===== src/design/srec_pkg.sv =====
package srec_pkg;

    // ASCII characters the parser looks for
    localparam logic [7:0] CH_LF  = 8'h0A;
    localparam logic [7:0] CH_S   = 8'h53;
    localparam logic [7:0] CH_0   = 8'h30;
    localparam logic [7:0] CH_1   = 8'h31;
    localparam logic [7:0] CH_2   = 8'h32;
    localparam logic [7:0] CH_3   = 8'h33;
    localparam logic [7:0] CH_9   = 8'h39;
    localparam logic [7:0] CH_UA  = 8'h41;
    localparam logic [7:0] CH_UF  = 8'h46;
    localparam logic [7:0] CH_LCA = 8'h61;
    localparam logic [7:0] CH_LCF = 8'h66;

    // input op codes
    localparam logic OP_CHAR = 1'b0;
    localparam logic OP_END  = 1'b1;

    // result kinds
    localparam logic KIND_WRITE  = 1'b0;
    localparam logic KIND_FINISH = 1'b1;

    // configuration space
    localparam int unsigned PADDR_W = 3;
    localparam logic [PADDR_W-3:0] REG_WRITE_LIMIT = 1'b0;
    localparam logic [15:0] WRITE_LIMIT_RESET = 16'h7FFF;

    // address byte counts per record type
    localparam logic [2:0] ABYTES_16 = 3'd2;
    localparam logic [2:0] ABYTES_24 = 3'd3;
    localparam logic [2:0] ABYTES_32 = 3'd4;

    typedef enum logic [2:0] {
        PH_START,
        PH_TYPE,
        PH_COUNT,
        PH_ADDR,
        PH_DHI,
        PH_DLO,
        PH_TAIL,
        PH_SKIP
    } phase_t;

    typedef struct packed {
        logic       ok;
        logic [3:0] val;
    } hex_t;

    typedef struct packed {
        logic       op;
        logic [7:0] ch;
    } step_t;

    typedef struct packed {
        logic        valid;
        logic        kind;
        logic [15:0] addr;
        logic [7:0]  data;
        logic        loaded;
    } result_t;

    typedef struct packed {
        logic finished;
        logic any_loaded;
    } core_stat_t;

    function automatic hex_t hex_decode(input logic [7:0] c);
        hex_t h;
        h.ok  = 1'b1;
        h.val = 4'd0;
        case (c) inside
            [CH_0:CH_9]:     h.val = 4'(c - CH_0);
            [CH_UA:CH_UF]:   h.val = 4'(c - CH_UA + 8'd10);
            [CH_LCA:CH_LCF]: h.val = 4'(c - CH_LCA + 8'd10);
            default:         h.ok  = 1'b0;
        endcase
        return h;
    endfunction

endpackage


===== src/design/srec_apb_regs.sv =====
module srec_apb_regs (
    input  logic                        aclk,
    input  logic                        aresetn,
    input  logic                        psel,
    input  logic                        penable,
    input  logic                        pwrite,
    input  logic [srec_pkg::PADDR_W-1:0] paddr,
    input  logic [31:0]                 pwdata,
    output logic [31:0]                 prdata,
    output logic                        pready,
    output logic [15:0]                 write_limit
);

    logic [15:0] write_limit_reg;
    logic [15:0] write_limit_next;
    logic        sel_limit;

    // word address selects the register; byte offset ignored
    assign sel_limit = (paddr[srec_pkg::PADDR_W-1:2] == srec_pkg::REG_WRITE_LIMIT);

    always_comb begin
        write_limit_next = write_limit_reg;
        if (psel && penable && pwrite && sel_limit) begin
            write_limit_next = pwdata[15:0];
        end
    end

    always_ff @(posedge aclk) begin
        if (!aresetn) begin
            write_limit_reg <= srec_pkg::WRITE_LIMIT_RESET;
        end else begin
            write_limit_reg <= write_limit_next;
        end
    end

    assign prdata      = sel_limit ? 32'(write_limit_reg) : 32'd0;
    assign pready      = 1'b1;
    assign write_limit = write_limit_reg;

endmodule


===== src/design/srec_parse_core.sv =====
module srec_parse_core #(
    parameter int unsigned ADDRESS_BITS = 16
) (
    input  logic                 aclk,
    input  logic                 aresetn,
    input  logic                 step_en,
    input  srec_pkg::step_t      step,
    input  logic [15:0]          write_limit,
    output srec_pkg::result_t    res,
    output srec_pkg::core_stat_t stat
);

    // only the low 16 address bits ever reach the output
    localparam int unsigned AW = (ADDRESS_BITS < 16) ? ADDRESS_BITS : 16;

    srec_pkg::phase_t phase_reg, phase_next;
    logic [2:0]    abytes_reg, abytes_next;
    logic          term_reg, term_next;
    logic [7:0]    count_reg, count_next;
    logic [AW-1:0] acc_reg, acc_next;
    logic [3:0]    high_reg, high_next;
    logic [7:0]    fidx_reg, fidx_next;
    logic          any_reg, any_next;
    logic [AW-1:0] first_reg, first_next;
    logic          finished_reg, finished_next;

    srec_pkg::hex_t hex;
    logic [AW-1:0]  wr_addr;
    logic [15:0]    wr_addr16;
    logic           in_range;
    logic [7:0]     byte_total;
    logic [7:0]     fidx_inc;
    logic           is_lf;
    logic           line_done;
    logic           live;

    // shared decode
    always_comb begin
        hex        = srec_pkg::hex_decode(step.ch);
        wr_addr    = acc_reg + AW'(fidx_reg);
        wr_addr16  = 16'(wr_addr);
        in_range   = (wr_addr16 <= write_limit);
        byte_total = count_reg - {5'd0, abytes_reg} - 8'd1;
        fidx_inc   = fidx_reg + 8'd1;
        is_lf      = (step.ch == srec_pkg::CH_LF);
        line_done  = term_reg && ((phase_reg == srec_pkg::PH_DHI) ||
                                  (phase_reg == srec_pkg::PH_DLO) ||
                                  (phase_reg == srec_pkg::PH_TAIL));
        live       = step_en && !finished_reg;
    end

    // next state
    always_comb begin
        phase_next    = phase_reg;
        abytes_next   = abytes_reg;
        term_next     = term_reg;
        count_next    = count_reg;
        acc_next      = acc_reg;
        high_next     = high_reg;
        fidx_next     = fidx_reg;
        any_next      = any_reg;
        first_next    = first_reg;
        finished_next = finished_reg;
        if (live) begin
            if (step.op == srec_pkg::OP_END) begin
                finished_next = 1'b1;
            end else if (is_lf) begin
                phase_next = srec_pkg::PH_START;
                term_next  = 1'b0;
                if (line_done) begin
                    finished_next = 1'b1;
                end
            end else begin
                case (phase_reg)
                    srec_pkg::PH_START: begin
                        term_next  = 1'b0;
                        phase_next = (step.ch == srec_pkg::CH_S) ? srec_pkg::PH_TYPE
                                                                 : srec_pkg::PH_SKIP;
                    end
                    srec_pkg::PH_TYPE: begin
                        term_next  = (step.ch == srec_pkg::CH_9);
                        count_next = 8'd0;
                        fidx_next  = 8'd0;
                        phase_next = srec_pkg::PH_COUNT;
                        case (step.ch)
                            srec_pkg::CH_1, srec_pkg::CH_9: abytes_next = srec_pkg::ABYTES_16;
                            srec_pkg::CH_2:                 abytes_next = srec_pkg::ABYTES_24;
                            srec_pkg::CH_3:                 abytes_next = srec_pkg::ABYTES_32;
                            default: begin
                                // unknown type: drop the line, keep the rest
                                term_next  = term_reg;
                                count_next = count_reg;
                                fidx_next  = fidx_reg;
                                phase_next = srec_pkg::PH_SKIP;
                            end
                        endcase
                    end
                    srec_pkg::PH_COUNT, srec_pkg::PH_ADDR,
                    srec_pkg::PH_DHI, srec_pkg::PH_DLO: begin
                        if (!hex.ok) begin
                            phase_next = srec_pkg::PH_SKIP;
                            term_next  = 1'b0;
                        end else begin
                            case (phase_reg)
                                srec_pkg::PH_COUNT: begin
                                    count_next = {count_reg[3:0], hex.val};
                                    if (fidx_inc >= 8'd2) begin
                                        fidx_next  = 8'd0;
                                        acc_next   = '0;
                                        phase_next = srec_pkg::PH_ADDR;
                                    end else begin
                                        fidx_next = fidx_inc;
                                    end
                                end
                                srec_pkg::PH_ADDR: begin
                                    acc_next = {acc_reg[AW-5:0], hex.val};
                                    if (fidx_inc >= {4'd0, abytes_reg, 1'b0}) begin
                                        fidx_next  = 8'd0;
                                        phase_next = (count_reg > ({5'd0, abytes_reg} + 8'd1))
                                                   ? srec_pkg::PH_DHI : srec_pkg::PH_TAIL;
                                    end else begin
                                        fidx_next = fidx_inc;
                                    end
                                end
                                srec_pkg::PH_DHI: begin
                                    high_next  = hex.val;
                                    phase_next = srec_pkg::PH_DLO;
                                end
                                default: begin
                                    fidx_next  = fidx_inc;
                                    phase_next = (fidx_inc >= byte_total) ? srec_pkg::PH_TAIL
                                                                          : srec_pkg::PH_DHI;
                                    if (in_range && !any_reg) begin
                                        any_next   = 1'b1;
                                        first_next = wr_addr;
                                    end
                                end
                            endcase
                        end
                    end
                    default: ;  // tail and skip wait for newline
                endcase
            end
        end
    end

    // result
    always_comb begin
        res        = '0;
        res.kind   = srec_pkg::KIND_WRITE;
        if (live) begin
            if ((step.op == srec_pkg::OP_END) || (is_lf && line_done)) begin
                res.valid  = 1'b1;
                res.kind   = srec_pkg::KIND_FINISH;
                res.addr   = 16'(first_reg);
                res.data   = 8'd0;
                res.loaded = any_reg;
            end else if (!is_lf && (phase_reg == srec_pkg::PH_DLO) && hex.ok && in_range) begin
                res.valid  = 1'b1;
                res.kind   = srec_pkg::KIND_WRITE;
                res.addr   = wr_addr16;
                res.data   = {high_reg, hex.val};
                res.loaded = 1'b1;
            end
        end
    end

    always_ff @(posedge aclk) begin
        if (!aresetn) begin
            phase_reg    <= srec_pkg::PH_START;
            abytes_reg   <= 3'd0;
            term_reg     <= 1'b0;
            count_reg    <= 8'd0;
            acc_reg      <= '0;
            high_reg     <= 4'd0;
            fidx_reg     <= 8'd0;
            any_reg      <= 1'b0;
            first_reg    <= '0;
            finished_reg <= 1'b0;
        end else begin
            phase_reg    <= phase_next;
            abytes_reg   <= abytes_next;
            term_reg     <= term_next;
            count_reg    <= count_next;
            acc_reg      <= acc_next;
            high_reg     <= high_next;
            fidx_reg     <= fidx_next;
            any_reg      <= any_next;
            first_reg    <= first_next;
            finished_reg <= finished_next;
        end
    end

    assign stat.finished   = finished_reg;
    assign stat.any_loaded = any_reg;

endmodule


===== src/design/srec_record_loader.sv =====
// S-record loader: parses Motorola S-record text one character per word and
// turns each data byte into a memory write word.
//
// Input channel (s_*): s_op = 0 carries the character s_ch; s_op = 1 marks end
// of stream. Newline ends a record line. S1/S9 use 16-bit, S2 24-bit and S3
// 32-bit addresses; the checksum field is ignored.
// Output channel (m_*): m_kind = 0 is a write of m_data to m_addr, produced
// only when m_addr <= write_limit. m_kind = 1 is the single finish word (on an
// S9 line or end of stream) carrying the first written address; after it the
// block ignores all input until reset.
// APB port: one register, write_limit at offset 0x0 (reset 0x7FFF). Write it
// only while the block is idle.
// A word's result reaches m_valid through the input register, then the parse
// step into the output register. Throughput: one word per cycle while the
// output register is not stalled.
// A full output register with m_ready low stalls the parse step; the input
// register still takes a word while it is empty, then s_ready drops.
// Reset (aresetn low, synchronous) empties both registers and returns the
// parser to line start; no clearing pass is needed.
module srec_record_loader #(
    parameter int unsigned ADDRESS_BITS = 16
) (
    input  logic                         aclk,
    input  logic                         aresetn,
    // input channel
    input  logic                         s_valid,
    output logic                         s_ready,
    input  logic                         s_op,
    input  logic [7:0]                   s_ch,
    // result channel
    output logic                         m_valid,
    input  logic                         m_ready,
    output logic                         m_kind,
    output logic [15:0]                  m_addr,
    output logic [7:0]                   m_data,
    output logic                         m_loaded,
    // configuration
    input  logic                         psel,
    input  logic                         penable,
    input  logic                         pwrite,
    input  logic [srec_pkg::PADDR_W-1:0] paddr,
    input  logic [31:0]                  pwdata,
    output logic [31:0]                  prdata,
    output logic                         pready
);

    logic                 in_valid_reg, in_valid_next;
    srec_pkg::step_t      in_reg, in_next;
    logic                 out_valid_reg, out_valid_next;
    srec_pkg::result_t    out_reg, out_next;
    logic                 advance;
    logic [15:0]          write_limit;
    srec_pkg::result_t    core_res;
    srec_pkg::core_stat_t core_stat;

    srec_apb_regs u_regs (
        .aclk        (aclk),
        .aresetn     (aresetn),
        .psel        (psel),
        .penable     (penable),
        .pwrite      (pwrite),
        .paddr       (paddr),
        .pwdata      (pwdata),
        .prdata      (prdata),
        .pready      (pready),
        .write_limit (write_limit)
    );

    srec_parse_core #(
        .ADDRESS_BITS (ADDRESS_BITS)
    ) u_core (
        .aclk        (aclk),
        .aresetn     (aresetn),
        .step_en     (advance),
        .step        (in_reg),
        .write_limit (write_limit),
        .res         (core_res),
        .stat        (core_stat)
    );

    // parse the held word once the output register can take its result
    assign advance = in_valid_reg && (!out_valid_reg || m_ready);
    assign s_ready = !in_valid_reg || advance;

    always_comb begin
        in_valid_next = in_valid_reg;
        in_next       = in_reg;
        if (s_valid && s_ready) begin
            in_valid_next = 1'b1;
            in_next.op    = s_op;
            in_next.ch    = s_ch;
        end else if (advance) begin
            in_valid_next = 1'b0;
        end
    end

    always_comb begin
        out_valid_next = out_valid_reg;
        out_next       = out_reg;
        if (advance) begin
            // a step with no result still drains the (taken or empty) slot
            out_valid_next = core_res.valid;
            out_next       = core_res;
        end else if (m_ready) begin
            out_valid_next = 1'b0;
        end
    end

    always_ff @(posedge aclk) begin
        if (!aresetn) begin
            in_valid_reg  <= 1'b0;
            out_valid_reg <= 1'b0;
        end else begin
            in_valid_reg  <= in_valid_next;
            out_valid_reg <= out_valid_next;
        end
    end

    always_ff @(posedge aclk) begin
        in_reg  <= in_next;
        out_reg <= out_next;
    end

    assign m_valid  = out_valid_reg;
    assign m_kind   = out_reg.kind;
    assign m_addr   = out_reg.addr;
    assign m_data   = out_reg.data;
    assign m_loaded = out_reg.loaded;

    // held input word is not lost or changed while the parse step waits
    a_in_hold: assert property (@(posedge aclk) disable iff (!aresetn)
        in_valid_reg && !advance |=> in_valid_reg && $stable(in_reg))
        else $error("input word lost while stalled");

    // once finished, the parser never produces another word
    a_silent_after_finish: assert property (@(posedge aclk) disable iff (!aresetn)
        core_stat.finished |-> !core_res.valid)
        else $error("result after finish");

    // a write word always reports that something has been loaded
    a_write_loaded: assert property (@(posedge aclk) disable iff (!aresetn)
        advance && core_res.valid && (core_res.kind == srec_pkg::KIND_WRITE)
        |=> core_stat.any_loaded)
        else $error("write without loaded flag");

    // reset empties both pipeline registers
    a_reset_empty: assert property (@(posedge aclk)
        !aresetn |=> !out_valid_reg && !in_valid_reg)
        else $error("pipeline not empty after reset");

endmodule

===== config.mk =====
export PLATFORM = sky130hd
export DESIGN_NAME = srec_record_loader
export DESIGN_NICKNAME = d
export VERILOG_FILES = /design/src/design/srec_pkg.sv /design/src/design/srec_apb_regs.sv /design/src/design/srec_parse_core.sv /design/src/design/srec_record_loader.sv
export SDC_FILE = /design/constraint.sdc
export NUM_CORES = 1
export LEC_CHECK = 0
export BUFFER_PORTS_ARGS = -buffer_cell sky130_fd_sc_hd__buf_2
export CAP_MARGIN = 20
export CORE_MARGIN = 1.5
export CORE_UTILIZATION = 57
export CTS_CLUSTER_DIAMETER = 120
export DETAILED_ROUTE_END_ITERATION = 10
export GPL_ROUTABILITY_DRIVEN = 1
export PLACE_DENSITY = 0.8
export SLEW_MARGIN = 10
export SYNTH_ARGS = -nofsm -noshare
export SYNTH_HDL_FRONTEND = slang
export SYNTH_SLANG_ARGS = --single-unit

===== constraint.sdc =====
create_clock -name aclk -period 4.95 [get_ports aclk]
set_input_delay 0.2475 -clock aclk [delete_from_list [all_inputs] [get_ports aclk]]
set_output_delay 0.2475 -clock aclk [all_outputs]
set_load 0.02 [all_outputs]

Yosys cells after proc, flatten, opt, wreduce, memory -nomap -nowiden --
Cells that the tools add are included.
Cells by class: reductions and logical operators 48, magnitude comparators 11, muxes and demuxes 43, equality and inequality tests 21, bitwise operators 6, add/subtract/negate cells 10
Operator list (number):
- $mux 27 | 3
- $mux 8 | 6
- $eq 8x6->1 const B | 4
- $mux 16 | 2
- $pmux 16 s2 | 1
- $pmux 8 s2 | 2
- $reduce_and 7->1 | 4
- $pmux 3 s3 | 3
- $pmux 8 s3 | 1
- $mux 3 | 6
- $add 16x8->16 | 1
- $ge 8x7->1 const B | 2
- $le 16x16->1 | 1
- $le 8x7->1 const B | 2
- $logic_and 1x1->1 | 15
- $reduce_and 5->1 | 3
- $mux 1 | 13
- $mux 4 | 3
- $reduce_bool 2->1 | 6
- $sub 4x1->4 const B | 3
- $ne 5x5->1 const B | 2
- $eq 3x3->1 const B | 3
- $add 4x4->4 const B | 2
- $add 8x1->8 const B | 1
- other kinds (30) | 50
Word-level totals: register bits after elaboration 114, output and inout port bits 61, word-level logic and storage cells 158

Depth between registers and ports, before layout --
Gate-level depths: netlist of the first run.
depth in word-level cells 11, gate-level depth with buffers 16

Hierarchy --
From an unflattened synthesis of the first run, not the netlist that was laid out.
Second synthesis, totals: cells, all modules 750, area total of the unflattened synthesis 6921.6 um^2
By module, submodules not included:
- srec_parse_core | area each 4780.8 um^2, cells each 599, times used 1, sequential area each 1221.2 um^2
- srec_record_loader | area each 1158.6 um^2, cells each 45, times used 1, sequential area each 1091.0 um^2
- srec_apb_regs | area each 982.2 um^2, cells each 106, times used 1, sequential area each 320.3 um^2

Least setup slack after synthesis of the first run --
No wires, ideal clock.
path type reg2reg, start point reg u_core.fidx_reg[0], end point reg u_core.first_reg[13], setup slack 1.057 ns, arrival time 3.815 ns, library setup time 0.078 ns, stages on the path, launching flop included 17, data required time 4.872 ns, path buffers 1, path through dfxtp_1 -> ha_1 -> inv_1 -> fa_1 -> nand2b_1 -> a21o_1 -> and3_1 -> nor3b_1 -> xor2_1 -> ha_1 -> nand4_1 -> nor3_1 -> a211o_1 -> o31ai_1 -> clkbuf_1 -> a21oi_1 -> nor3_1
Between the ends: longest elaborated chain between the ends 4
RTL lines:
- start, declared | line srec_parse_core.sv:22 | logic [7:0] fidx_reg, fidx_next;
- start signal, assigned | line srec_parse_core.sv:187 | fidx_reg <= fidx_next;
- $add 16x8->16 | line srec_parse_core.sv:40 | wr_addr = acc_reg + AW'(fidx_reg);
- named net u_core.wr_addr[12] | line srec_parse_core.sv:28 | logic [AW-1:0] wr_addr;
- $le 16x16->1 | line srec_parse_core.sv:42 | in_range = (wr_addr16 <= write_limit);
- $logic_and 1x1->1 | line srec_parse_core.sv:133 | if (in_range && !any_reg) begin
- $reduce_and 7->1 (no line)
- end signal, assigned | line srec_parse_core.sv:189 | first_reg <= first_next;
- end, declared | line srec_parse_core.sv:24 | logic [AW-1:0] first_reg, first_next;
The timed path passes the listed nets, and every way through them passes these cells. A chain may end at the register's enable or synchronous reset.

Final worst setup path of the first run --
start point reg u_core.fidx_reg[0], end point reg out_reg, in the netlist m_addr[6] (data pin)
Between the ends: longest elaborated chain between the ends 5
RTL lines:
- $add 16x8->16 | line srec_parse_core.sv:40
- named net u_core.wr_addr[12] | line srec_parse_core.sv:28
- $le 16x16->1 | line srec_parse_core.sv:42
- $logic_and 1x1->1 | line srec_parse_core.sv:158 | end else if (!is_lf && (phase_reg == srec_pkg::PH_DLO) && hex.ok && in_range) begin
- $mux 27 | line srec_parse_core.sv:158
- $mux 27 | line srec_parse_core.sv:152 | if ((step.op == srec_pkg::OP_END) || (is_lf && line_done)) begin
- end signal, assigned | line srec_record_loader.sv:121 | out_reg <= out_next;
- end, declared | line srec_record_loader.sv:50 | srec_pkg::result_t out_reg, out_next;
The timed path passes the listed nets, and every way through them passes these cells.

==> results of run 1 <==
-- where the power goes --
group | total [µW] | switching [µW] | internal, µW
Combinational | 158 | 108 | 49.7
Clock | 1250 | 451 | 796
Sequential | 997 | 16.3 | 980
Total | 2400 | 575 | 1830
-- per-layer routing --
metal  track usage  routed length, µm  up-vias
li1              -                  -     3001
met1         0.324               7030     2951
met2         0.488               8700      259
met3        0.0578               1090       40
met4         0.129                577        0
met5             0                  0        -
-- logic make-up after synthesis --
kind of cell             Yosys count
AO/OA/AOI/OAI                    218
XOR/XNOR                          22
adder cells (fa/ha/maj)           50
buffers and inverters             97
flip-flops                       114
multiplexers                       5
other                              2
AND/OR/NAND/NOR                  278
-- path summary, 6_finish.rpt --
kind	startpoint	end	slack, ns	cells past startpoint
setup / recovery	u_core.fidx_reg[0]	m_addr[6]	0.43	15
hold / removal	s_op	in_reg[8]	0.01	1
setup reg to reg	u_core.fidx_reg[0]	m_addr[6]	0.43	15
hold reg to reg	u_regs.write_limit[15]	u_regs.write_limit[15]	0.46	2
-- through the flow --
step	setup slack, ns	cells	total power (µW)
after global placement	0.589	972	1160
after detailed placement	0.472	972	1170
after CTS	0.416	1009	2410
final	0.430	1011	2400
after global routing	0.0781	1011	2470
after floorplan	1.06	801	1130
-- worst register-to-register path: cells and delay by family (launching register included) --
family                   cells  cell delay (ns)
AND/OR/NAND/NOR              6             1.34
AO/OA/AOI/OAI                4             1.20
adder cells (fa/ha/maj)      3             0.81
flip-flops                   1             0.50
XOR/XNOR                     1             0.37
buffers and inverters        1             0.05
-- cell type report --
cell class | count | area [µm²] | share of cell area
clock buffer | 17 | 425 | 0.0534
clock inverter | 15 | 181 | 0.0228
inverter | 41 | 154 | 0.0193
multi-input combinational | 590 | 3910 | 0.491
sequential | 114 | 2630 | 0.331
tap | 147 | 184 | 0.0231
timing repair buffer | 87 | 478 | 0.0600
-- layout by cell type, fill, tap and decap left out, types with 5 or more instances in the layout --
| cell type | instances |
|---|---|
| nor3_1 | 14 |
| mux2i_1 | 5 |
| edfxtp_1 | 35 |
| nand2b_1 | 11 |
| conb_1 | 17 |
| nor4_1 | 5 |
| dlygate4sd3_1 | 6 |
| or4_1 | 7 |
| nand3_1 | 22 |
| o2111ai_1 | 5 |
| a211oi_1 | 5 |
| ha_1 | 48 |
| or3_1 | 8 |
| nor3b_1 | 6 |
| a211o_1 | 6 |
| buf_4 | 5 |
| a21o_1 | 7 |
| and2_1 | 12 |
| buf_2 | 76 |
| inv_1 | 40 |
| xor2_1 | 10 |
| nor2b_1 | 11 |
| a22o_1 | 14 |
| or2_2 | 6 |
| clkbuf_16 | 17 |
| nand4_1 | 25 |
| o21a_1 | 5 |
| dfxtp_1 | 79 |
| a31oi_1 | 5 |
| o211ai_1 | 21 |
| nor2_1 | 46 |
| a21oi_1 | 69 |
| nand2_1 | 74 |
| o21ai_0 | 31 |
| o21ai_1 | 8 |
| xnor2_1 | 12 |
==> impl_metrics.tcl, run 1 <==
set metrics [dict create \
    status "finished clean" \
    synth_top_area_share 0.229 \
    wl_per_cell_um 17.2 \
    power.leakage_uw 0.00333 \
    synth_mux_area_frac 0.00724 \
    die_w_um 113 \
    root_buffer "clkbuf_16" \
    clock_sinks 114 \
    row_count 40 \
    synth_area_leaders "dfxtp_1 23%, edfxtp_1 15%, ha_1 8.7%" \
    synth.distinct_cells 79 \
    grt_overflow 0 \
    dieArea_mm2 0.0128 \
    path_max_fanout 19 \
    grt_pass1_vias 5989 \
    clk_pin_slew_worst_paths_ns 0.06 \
    cts_repair_resize_count 0 \
    place.gp.congestion 0.906 \
    firstDrtPassIters 4 \
    grt_pass1_wl_um 28500 \
    cpMostUsedCell "ha_1" \
    fin_area_mm2 0.00796 \
    cts_setup_buffers 0 \
    rsz0062_at_grt "no" \
    cts_max_path_buffers 2 \
    fin_tns_setup_ns 0 \
    synth-seq-cells 114 \
    fin_crit_ns 4.52 \
    period_share 0.913 \
    postRouteAntennaNets 0 \
    setup_viol 0 \
    slew_headroom 0.340 \
    tritoncts "yes" \
    hold_buffers 5 \
    yosys_warnings 0 \
    antenna_cells 0 \
    synth_fa_ha_area_frac 0.0927 \
    fin_skew_ns 0.00811 \
    synth-simple-area-share 0.215 \
    final_max_slew_viol_count 0 \
    crit_family "simple AND/OR/NAND/NOR gates" \
    ios 112 \
    yosysTopAreaCell "dfxtp_1" \
    drc 0 \
    startpoint_type "flip-flop" \
    ys_async_sr_fraction 0 \
    synth_area_mm2 0.00691 \
    dr.first_iter.drc_count 411 \
    start_util 0.580 \
    synth_most_common_cell "dfxtp_1" \
    whs_ns 0.00962 \
    grt_max_degree 47 \
    synth_compound_area_frac 0.211 \
    hp-class "in2reg" \
    worstSetupEndpointType "flip-flop" \
    insertion_delay_ns 0.41 \
    hold_viol_final 0 \
    routed_via_density 6.18 \
    synth_top_family_by_area "simple AND/OR/NAND/NOR gates" \
    grt_use_total 0.277 \
    ir_worst_vdd_v 0.000276 \
    die_h_um 113 \
    num_vias 6251 \
    synth_edf_count 35 \
    maxCapViolations 0 \
    numPortBuffers 76 \
    area_growth_pct 15.2 \
    crit_chain "ha_1 -> inv_1 -> fa_1 -> nand2b_1 -> a21o_1 -> and3_1 -> nor3b_1 -> xor2_1 -> ha_1 -> nand4_1 -> nor4_1 -> a21boi_0 -> o31a_1 -> nor2_4 -> a22o_1" \
    netlist_instances 786 \
    nets 952 \
    crit_buf_inv 1 \
    crit_path_top_delay_cell "dfxtp_1" \
    dpl_cell_area_mm2 0.00729 \
    htree_levels 4 \
    post-route-util 0.668 \
    routed_wirelength_um 17400 \
    cp.required_ns 5.11 \
    critical_path_class "reg2reg" \
    core_mm2 0.0119 \
    max_stage_delay_ns 0.50 \
    post-dp-hpwl_um 12300 \
    cellPowerDensity_mw_per_mm2 302 \
    yosys-top-cells-count "79 x dfxtp_1, 74 x nand2_1, 69 x a21oi_1" \
    timing.fmax_mhz 221 \
    cts_inserted_buffers 17 \
    antenna_found_initial 0 \
    layout-drive-gt1-share 0.162 \
    cp_data_arrival_time_ns 4.68 \
    synthXorXnorAreaFrac 0.0279 \
    yosys_most_used_dff "dfxtp_1" \
    yosysSeqAreaShare 0.381 \
    worst_pin_slew_ns 0.987 \
    syn_avg_cell_area_um2 8.79 \
    fillers 965 \
]
(Power assumes the default switching activity.)
==> run 2, diff against run 1 <==
--- a/config.mk
+++ b/config.mk
@@ -5,7 +5,7 @@
 export SDC_FILE = /design/constraint.sdc
 export NUM_CORES = 1
 export LEC_CHECK = 0
-export BUFFER_PORTS_ARGS = -buffer_cell sky130_fd_sc_hd__buf_2
+export BUFFER_PORTS_ARGS = -buffer_cell sky130_fd_sc_hd__buf_4
 export CAP_MARGIN = 20
 export CORE_MARGIN = 1.5
 export CORE_UTILIZATION = 57
==> constraint.sdc (replaced) <==
create_clock -name aclk -period 4.85 [get_ports aclk]
set_input_delay 0.2425 -clock aclk [delete_from_list [all_inputs] [get_ports aclk]]
set_output_delay 0.2425 -clock aclk [all_outputs]
set_load 0.02 [all_outputs]
==> impl_metrics.tcl, run 2 (synthesis results as in run 1) <==
set metrics [dict create \
    die_h_um 113 \
    cp_data_arrival_time_ns 4.63 \
    min_to "u_regs.write_limit[0]" \
    r2r_cells 15 \
    final_cell_mix "81 x buf_4, 79 x dfxtp_1, 74 x nand2_1" \
    clk_pin_slew_worst_paths_ns 0.05 \
    multiInputGateArea_mm2 0.00391 \
    seq_power_share 0.421 \
    period_share 0.919 \
    ios 112 \
    postRouteAntennaNets 0 \
    htree_levels 4 \
    num_vias 6234 \
    rsz0062_at_grt "no" \
    area_growth_pct 18.1 \
    root_buffer "clkbuf_16" \
    fin_skew_ns 0.0100 \
    switching_share 0.242 \
    dp.cells 973 \
    numPortBuffers 76 \
    final_max_slew_viol_count 0 \
    regArea_mm2 0.00263 \
    wl_per_cell_um 17.5 \
    drc 0 \
    fin_area_mm2 0.00816 \
    insertion_delay_ns 0.43 \
    firstDrtPassIters 5 \
    whs_path_depth 3 \
    p_clk_frac 0.504 \
    intPower_uw 1830 \
    ir_worst_vdd_v 0.000177 \
    start_util 0.580 \
    worst_pin_slew_ns 1.09 \
    cts_max_path_buffers 2 \
    routed_via_density 6.15 \
    grt_overflow 0 \
    core_mm2 0.0119 \
    routed_wirelength_um 17800 \
    cts_setup_buffers 0 \
    hold_buffers 9 \
    dpl_cell_area_mm2 0.00748 \
    hold_viol_final 0 \
    instances_no_fill 1013 \
    power.leakage_uw 0.00338 \
    cts_inserted_buffers 17 \
    timing.fmax_mhz 224 \
    tritoncts "yes" \
    antenna_cells 0 \
    dieArea_mm2 0.0128 \
    path_max_fanout 19 \
    cp.required_ns 5.02 \
    post-dp-hpwl_um 12400 \
    grt_pass1_wl_um 28800 \
    cellPowerDensity_mw_per_mm2 296 \
    place.gp.congestion 0.872 \
    layout-drive-gt1-share 0.162 \
    fin_crit_ns 4.46 \
    row_count 40 \
    power_switching_uw 584 \
    fin_tns_setup_ns 0 \
    cts_repair_resize_count 0 \
    grt_use_total 0.282 \
    grt_max_degree 47 \
    clock_sinks 114 \
    startpoint_type "flip-flop" \
    critical_path_class "reg2reg" \
    status "finished clean" \
    hp-class "in2reg" \
    fillers 958 \
    whs_ns 0.0424 \
    dr.first_iter.drc_count 547 \
    grt_pass1_vias 5988 \
    reg2reg_slack_ns 0.39 \
    layout_commonest_cell "buf_4" \
    antenna_found_initial 0 \
    nets 955 \
    die_w_um 113 \
    r2r_start "u_core.fidx_reg[0]" \
    worstSetupEndpointType "flip-flop" \
    combPwrFrac 0.075 \
    slew_headroom 0.274 \
    maxCapViolations 0 \
    r2r_end "m_addr[9]" \
    setup_viol 0 \
    hp-start "pwdata[0]" \
]
-- run 2: changes by cell type in the layout (fill, tap and decap cells not counted), moves of 2 or more --
cell           change
dlygate4sd3_1      +3
buf_4             +76
clkinvlp_4         +2
buf_2             -76
clkinv_2           +2
inv_6              -3
-- run 2: worst max-delay path by stage --
| stage | startpoint | end | slack, ns | cells after the start |
|---|---|---|---|---|
| floorplan | u_core.fidx_reg[0] | u_core.first_reg[13] | 0.96 | 16 |
| global placement | u_core.fidx_reg[0] | m_addr[7] | 0.59 | 15 |
| global route | u_core.fidx_reg[0] | m_addr[8] | 0.14 | 15 |
| finish | u_core.fidx_reg[0] | m_addr[9] | 0.39 | 15 |
| CTS | u_core.fidx_reg[0] | m_addr[8] | 0.41 | 15 |
| detailed placement | u_core.fidx_reg[0] | m_addr[9] | 0.46 | 15 |
-- run 2: layout make-up --
| cell class | count | area share |
|---|---|---|
| clock buffers | 18 | 0.0538 |
| repair buffers | 90 | 0.0856 |
| multi-input cells | 590 | 0.480 |
| flip-flops and latches | 114 | 0.323 |
| inverters | 41 | 0.0189 |
| well taps | 147 | 0.0225 |
| clock inverters | 13 | 0.0169 |
-- run 2: metal layers --
| layer | vias to the layer above | wire, µm | share of wire | track usage |
|---|---|---|---|---|
| li1 | 2992 | - | - | - |
| met1 | 2915 | 7120 | 0.40 | 0.333 |
| met2 | 280 | 8940 | 0.50 | 0.489 |
| met3 | 47 | 1080 | 0.061 | 0.0557 |
| met4 | 0 | 638 | 0.036 | 0.143 |
| met5 | - | 0 | 0 | 0 |
-- run 2: worst max-delay path, stage by stage (launching register included) --
cell and delay [ns]:
dfxtp_1 0.51, ha_1 0.22, inv_1 0.05, fa_1 0.40
nand2b_1 0.18, a21o_1 0.21, and3_1 0.17, nor3b_1 0.25
xor2_1 0.14, ha_1 0.31, nand4_1 0.17, nor4_1 0.43
a21boi_0 0.34, o31a_1 0.37, nor2_4 0.16, a22o_1 0.28
-- run 2: power by group through the flow --
stage,clock network (µW),registers (µW),logic (µW)
after floorplan,0,1040,113
after global placement,0,1040,166
after detailed placement,0,1040,170
after CTS,1230,1020,178
after global routing,1260,1020,194
final,1220,1020,180
-- run 2: stage by stage --
step	worst slack, ns	total power [µW]	util
after detailed placement	0.456	1210	0.628
after CTS	0.408	2420	0.684
after global placement	0.590	1200	0.628
final	0.391	2410	0.685
after global routing	0.139	2480	0.685
after floorplan	0.957	1150	-
